### config.mk
export PLATFORM = sky130hd
export DESIGN_NAME = cstat_ctrl
export DESIGN_NICKNAME = d
export VERILOG_FILES = /design/src/rtl/core/cstat_pkg.sv /design/src/rtl/core/cstat_ctrl.sv
export SDC_FILE = /design/constraint.sdc
export NUM_CORES = 1
export LEC_CHECK = 0
export BUFFER_PORTS_ARGS = -buffer_cell sky130_fd_sc_hd__buf_4
export CAP_MARGIN = 0
export CORE_AREA = 10 10 47 49
export CTS_BUF_LIST = sky130_fd_sc_hd__clkbuf_4
export DETAILED_ROUTE_END_ITERATION = 12
export DIE_AREA = 0 0 57 59
export SETUP_SLACK_MARGIN = 0.15
export SLEW_MARGIN = 20
export SYNTH_ARGS = -nofsm -noshare
export SYNTH_HDL_FRONTEND = slang
export SYNTH_SLANG_ARGS = --single-unit
### constraint.sdc
create_clock -name clk -period 6.15 [get_ports clk]
set_clock_uncertainty 0.2 [all_clocks]
set_input_delay 1.23 -clock clk [delete_from_list [all_inputs] [get_ports clk]]
set_output_delay 1.23 -clock clk [all_outputs]
set_load 0.01 [all_outputs]
### src/rtl/core/cstat_pkg.sv
// Shared widths, bounds and control/status bundles for the column statistics block.
package cstat_pkg;

  localparam int MAX_ROWS       = 1024;
  localparam int DISTINCT_DEPTH = 256;

  localparam int VAL_W  = 32;
  localparam int SUM_W  = 42;
  localparam int AVG_W  = 40;
  localparam int FRAC_W = 8;
  localparam int CNT_W  = $clog2(MAX_ROWS + 1);
  localparam int DST_W  = $clog2(DISTINCT_DEPTH + 1);
  localparam int ADDR_W = $clog2(DISTINCT_DEPTH);
  localparam int DIV_W  = SUM_W + FRAC_W;
  localparam int DIVC_W = $clog2(DIV_W);

  typedef struct packed {
    logic load;
    logic update;
    logic search;
    logic insert;
    logic div_load;
    logic div_step;
    logic clear;
  } cmd_t;

  typedef struct packed {
    logic take;
    logic last;
    logic hit;
    logic miss;
    logic div_done;
  } status_t;

endpackage

### src/rtl/core/cstat_ctrl.sv
// Sequencer for the column statistics block: item intake, distinct scan, division, result.
module cstat_ctrl import cstat_pkg::*; (
  input  logic    clk,
  input  logic    rst_n,
  input  logic    start,
  input  status_t st,
  output cmd_t    cmd,
  output logic    busy,
  output logic    out_valid
);

  typedef enum logic [5:0] {
    S_IDLE     = 6'b000001,
    S_UPDATE   = 6'b000010,
    S_SEARCH   = 6'b000100,
    S_DIV_LOAD = 6'b001000,
    S_DIV_RUN  = 6'b010000,
    S_EMIT     = 6'b100000
  } state_t;

  state_t state_r, state_nxt;

  always_ff @(posedge clk) begin
    if (!rst_n) begin
      state_r <= S_IDLE;
    end else begin
      state_r <= state_nxt;
    end
  end

  always_comb begin
    state_nxt = state_r;
    cmd       = '0;
    unique case (state_r)
      S_IDLE: begin
        if (start) begin
          cmd.load  = 1'b1;
          state_nxt = S_UPDATE;
        end
      end
      S_UPDATE: begin
        cmd.update = 1'b1;
        if (st.take) begin
          state_nxt = S_SEARCH;
        end else if (st.last) begin
          state_nxt = S_DIV_LOAD;
        end else begin
          state_nxt = S_IDLE;
        end
      end
      S_SEARCH: begin
        cmd.search = 1'b1;
        if (st.hit || st.miss) begin
          cmd.insert = st.miss && !st.hit;
          state_nxt  = st.last ? S_DIV_LOAD : S_IDLE;
        end
      end
      S_DIV_LOAD: begin
        cmd.div_load = 1'b1;
        state_nxt    = S_DIV_RUN;
      end
      S_DIV_RUN: begin
        cmd.div_step = 1'b1;
        if (st.div_done) begin
          state_nxt = S_EMIT;
        end
      end
      S_EMIT: begin
        cmd.clear = 1'b1;
        state_nxt = S_IDLE;
      end
      default: begin
        state_nxt = S_IDLE;
      end
    endcase
  end

  assign busy      = (state_r != S_IDLE);
  assign out_valid = (state_r == S_EMIT);

endmodule

==> results of run 1 <==
## power breakdown
part           total (mW)  switching [mW]  internal [mW]
registers          0.0433         0.00275         0.0406
logic              0.0201         0.00845         0.0117
clock network      0.0344          0.0125         0.0220
total              0.0979          0.0237         0.0742
## worst max-delay path: cells and delay by family (launching register included)
family                 cells  cell delay, ns
buffers and inverters      1            0.15
flip-flops                 1            0.35
AND/OR/NAND/NOR            3            1.10
## layer usage
metal	vias up	track usage, %
met5	-	0
met4	0	6.04
met3	2	1.93
met2	11	11.6
met1	170	5.80
li1	201	-
## worst max-delay path by stage
| stage | startpoint | to | slack, ns | depth (start not counted) |
|---|---|---|---|---|
| 2_1_floorplan | st[2] | cmd[3] | 3.18 | 1 |
| 3_3_place_gp | st[2] | cmd[3] | 3.06 | 3 |
| 3_5_place_dp | st[2] | cmd[3] | 3.05 | 3 |
| 4_1_cts | state_r[3]$_SDFFE_PN0P_ | cmd[3] | 2.86 | 4 |
| 5_1_grt | state_r[3]$_SDFFE_PN0P_ | cmd[3] | 2.79 | 4 |
| 6_report | state_r[3]$_SDFFE_PN0P_ | cmd[3] | 2.89 | 4 |
## Yosys cell counts, drive strengths merged
| cell type | n | area, µm² |
|---|---|---|
| or3 | 2 | 17.5 |
| dfxtp | 6 | 120 |
| nand2 | 1 | 3.75 |
| nor4b | 1 | 8.76 |
| mux2i | 1 | 10.0 |
| o21ai | 1 | 5.00 |
| and2 | 1 | 6.26 |
| o311a | 1 | 10.0 |
| a21oi | 1 | 5.00 |
| o21bai | 1 | 7.51 |
| nor3 | 2 | 10.0 |
| inv | 4 | 15.0 |
| or4b | 2 | 23.8 |
| o21a | 1 | 7.51 |
| o32ai | 1 | 8.76 |
| xnor2 | 1 | 8.76 |
| nor2 | 2 | 7.51 |
| nor4 | 3 | 18.8 |
| nor3b | 4 | 30.0 |
| and3 | 1 | 6.26 |
| buf | 2 | 15.0 |
| or3b | 1 | 11.3 |
| a32oi | 1 | 8.76 |
| or4 | 2 | 18.8 |
## area by class of cell
class	instances	share of cell area, %
clock buffers	3	4.24
inverters	4	2.82
multi-input cells	31	44.0
flip-flops and latches	6	22.6
well taps	16	3.76
repair buffers	16	22.6
## kinds of logic (layout without fill, tap and decap cells)
group | count (synthesis) | count (layout) | share of synthesized area, %
compound gates | 7 | 7 | 13.7
xor+xnor | 1 | 1 | 2.28
buf+inv | 6 | 23 | 7.82
flops | 6 | 6 | 31.3
mux | 1 | 1 | 2.61
simple gates | 22 | 22 | 42.3
==> flow_summary.ini, run 1 <==
[outcome]
outcome = completed

[layout]
fillerInstances = 145
multi_input_area_um2 = 234
stdcell_count = 76
drive_gt1_share_pct = 40.0
area_growth_pct = 38.4
top_register = state_r
design_area_um2 = 532
mostFrequentLayoutCells = 16 x buf_4, 6 x dfxtp_1, 4 x nor3b_1, 4 x inv_1
diodes = 0
seq_area_um2 = 120
post-route-util_pct = 37.9
reg_top3 = state_r x6
final_common_cell = buf_4
largest_reg_flops = 6
nNetsFinal = 70

[logic_synthesis]
syn-num-nets = 51
yosysSeqAreaShare_pct = 31.3
ys_ff_latch = 6
synth_cell_type_count = 27
postSynthAreaPerCell_um2 = 8.93
yosys_warnings = 0
syn_area_um2 = 384
syn_inst = 43

[floorplanning]
die_x_um = 57
num_rows = 14
io_pins = 17
die_height_um = 59
start_util_pct = 27.4
floorplan.die_area_mm2 = 0.00336
core_mm2 = 0.00140

[placed_design]
place_area_um2 = 509
dp_slack_ns = 3.05
dp.cells = 73
gp_congestion = 0.779
portBuffers = 16
hpwl_um = 840

[timing]
fin_crit_sh_pct = 53.1
whs_ns = 0.489
slew_violations = 0
worst_pin_slew_ns = 0.519
max-slew-margin-rel_pct = 64.9
rsz0062_at_grt = false
finalHoldViolCount = 0
fin_crit_ns = 3.26
setup_tns_ns = 0
fmax_mhz = 306
setup_viol = 0
setup_ws_ns = 2.89

[routing]
dr_wl_met3_um = 53
wl_um = 1020
viasPerCell = 5.05
firstDrtPassIters = 4
drc = 0
wl_per_cell_um = 13.4
drtIter0Drc = 5
ant_nets = 0
wl_met2_um = 556
top_layer_used = met4
vias = 384
m1WireLength_um = 395

[clocking]
cts_buffers = 3
tritoncts = built
cts_setup_buffers = 0
cts_sinks = 6
htree_levels = 1
cts-root-buf = clkbuf_4
clockBufferDepth = 2
path_clk_slew_ns = 0.04
clock_latency_ns = 0.24
cts_resized = 0
hold_buffers = 0

[power_and_ir_drop]
power.leakage_nw = 0.245
p_per_area_mw_per_mm2 = 184
finalPower_uw = 97.9
vdd_drop_max_v = 0.0000915

[worst_hold_path]
min_to = state_r[5]$_SDFFE_PN0P_
holdCritStartpoint = state_r[3]$_SDFFE_PN0P_
hold_class = register to register
hold_path_depth = 2

[setup_path]
critical_path.max_fanout = 6
cp-start-kind = register
path_cells = or4b_4 -> or3_4 -> nor3b_1 -> buf_4
timing.rr.start = state_r[3]$_SDFFE_PN0P_
path_class = register to output pin
rr_worst_depth = 4
cp.required_ns = 4.72
slowest_delay_ns = 0.54
crit_slowest_cell = or4b_4
r2r_end = state_r[0]$_SDFFE_PN1P_
cp_data_arrival_time_ns = 1.83
worst_setup_path_end_kind = output pin
timing.reg2reg.setup_slack_ns = 4.06

[grt]
antenna_found_initial = 0
grt_max_degree = 10
grt_use_total_pct = 6.52
grt_pass1_vias = 434
overflow = 0
grt_first_pass_wirelength_um = 1770

[run]
maxCapViolCount = 0
Power figures use the tool's default switching activity.
==> run 2: changes to the inputs <==
==> constraint.sdc (replaced) <==
create_clock -name clk -period 3.3 [get_ports clk]
set_clock_uncertainty 0.2 [all_clocks]
set_input_delay 0.66 -clock clk [delete_from_list [all_inputs] [get_ports clk]]
set_output_delay 0.66 -clock clk [all_outputs]
set_load 0.01 [all_outputs]
==> run 2 against run 1 <==
Against the previous run: die area is the same; register-to-register slack lost 2.8 ns; critical path type unchanged; via count is 0.52% higher; clock-buffer cell count did not move; largest power group unchanged; worst setup slack worse by 2.3 ns; final cell count stayed put; clock power grew 95%.
==> flow_summary.ini, run 2 (same netlist as run 1, synthesis figures left out) <==
[outcome]
outcome = completed

[floorplanning]
die_x_um = 57
start_util_pct = 27.4
io_pins = 17
core_mm2 = 0.00140
die_height_um = 59
floorplan.die_area_mm2 = 0.00336
num_rows = 14

[run]
maxCapViolCount = 0

[timing]
finalHoldViolCount = 0
setup_viol = 0
rsz0062_at_grt = false
fin_crit_sh_pct = 81.6
fmax_mhz = 371
whs_ns = 0.420
setup_tns_ns = 0
slew_violations = 0
worst_pin_slew_ns = 0.559
fin_crit_ns = 2.69
max-slew-margin-rel_pct = 62.2

[layout]
design_area_um2 = 532
reg_top3 = state_r x6
final_common_cell = buf_4
diodes = 0
nNetsFinal = 70
stdcell_count = 76
largest_reg_flops = 6
top_register = state_r
area_growth_pct = 38.4
drive_gt1_share_pct = 40.0
fillerInstances = 151
mostFrequentLayoutCells = 16 x buf_4, 6 x dfxtp_1, 4 x nor3b_1, 4 x inv_1

[clocking]
clockBufferDepth = 2
cts-root-buf = clkbuf_4
cts_setup_buffers = 0
tritoncts = built
hold_buffers = 0
htree_levels = 1
path_clk_slew_ns = 0.05
cts_buffers = 3
clock_latency_ns = 0.24
cts_sinks = 6
cts_resized = 0

[routing]
wl_um = 970
drc = 0
vias = 386
firstDrtPassIters = 3
ant_nets = 0
drtIter0Drc = 2
viasPerCell = 5.08
wl_per_cell_um = 12.8

[setup_path]
cp_data_arrival_time_ns = 1.83
critical_path.max_fanout = 6
rr_worst_depth = 4
path_class = register to output pin
worst_setup_path_end_kind = output pin
cp.required_ns = 2.44
timing.reg2reg.setup_slack_ns = 1.25
cp-start-kind = register

[placed_design]
place_area_um2 = 509
gp_congestion = 0.771
hpwl_um = 848
portBuffers = 16
dp.cells = 73

[worst_hold_path]
hold_path_depth = 2
hold_class = input pin to register

[grt]
grt_pass1_vias = 397
antenna_found_initial = 0
overflow = 0
grt_first_pass_wirelength_um = 1670
grt_max_degree = 10
grt_use_total_pct = 6.13

[power_and_ir_drop]
power.leakage_nw = 0.245
p_per_area_mw_per_mm2 = 348
vdd_drop_max_v = 0.000135
finalPower_uw = 185
## run 2: cell counts in the layout (fill, tap and decap cells not counted)
Identical to the previous run, type by type.
## run 2: worst paths after layout
check,startpoint,to
max,state_r[3]$_SDFFE_PN0P_,cmd[3]
min,rst_n,state_r[0]$_SDFFE_PN1P_
max reg2reg,state_r[3]$_SDFFE_PN0P_,state_r[3]$_SDFFE_PN0P_
min reg2reg,state_r[3]$_SDFFE_PN0P_,state_r[5]$_SDFFE_PN0P_
## run 2: worst max-delay path, cell delays in order (launching register included)
cell,delay [ns]
dfxtp_1,0.35
or4b_4,0.54
or3_4,0.36
nor3b_1,0.20
buf_4,0.15
## run 2: cell type report
type / instances / area (µm²) / share of cell area, %
tap: 16 / 20.0 / 3.76
timing repair buffer: 16 / 120 / 22.6
inverter: 4 / 15.0 / 2.82
sequential: 6 / 120 / 22.6
clock buffer: 3 / 22.5 / 4.24
multi-input combinational: 31 / 234 / 44.0
## run 2: metrics by stage
stage	util, %	setup WS (ns)
finish	37.9	0.608
global route	37.9	0.531
CTS	37.9	0.595
detailed placement	36.3	0.860
global placement	36.3	0.879
floorplan	-	0.902
## run 2: report_power, final
| group | switching [mW] | internal, mW |
|---|---|---|
| registers | 0.00506 | 0.0756 |
| clock network | 0.0259 | 0.0411 |
| logic | 0.0157 | 0.0218 |
| total | 0.0467 | 0.138 |
## run 2: layer usage
metal | routed length (µm) | GRT usage [%] | up-vias
li1 | - | - | 202
met1 | 399 | 5.80 | 170
met2 | 507 | 10.9 | 12
met3 | 51 | 2.36 | 2
met4 | 11 | 4.03 | 0
met5 | 0 | 0 | -
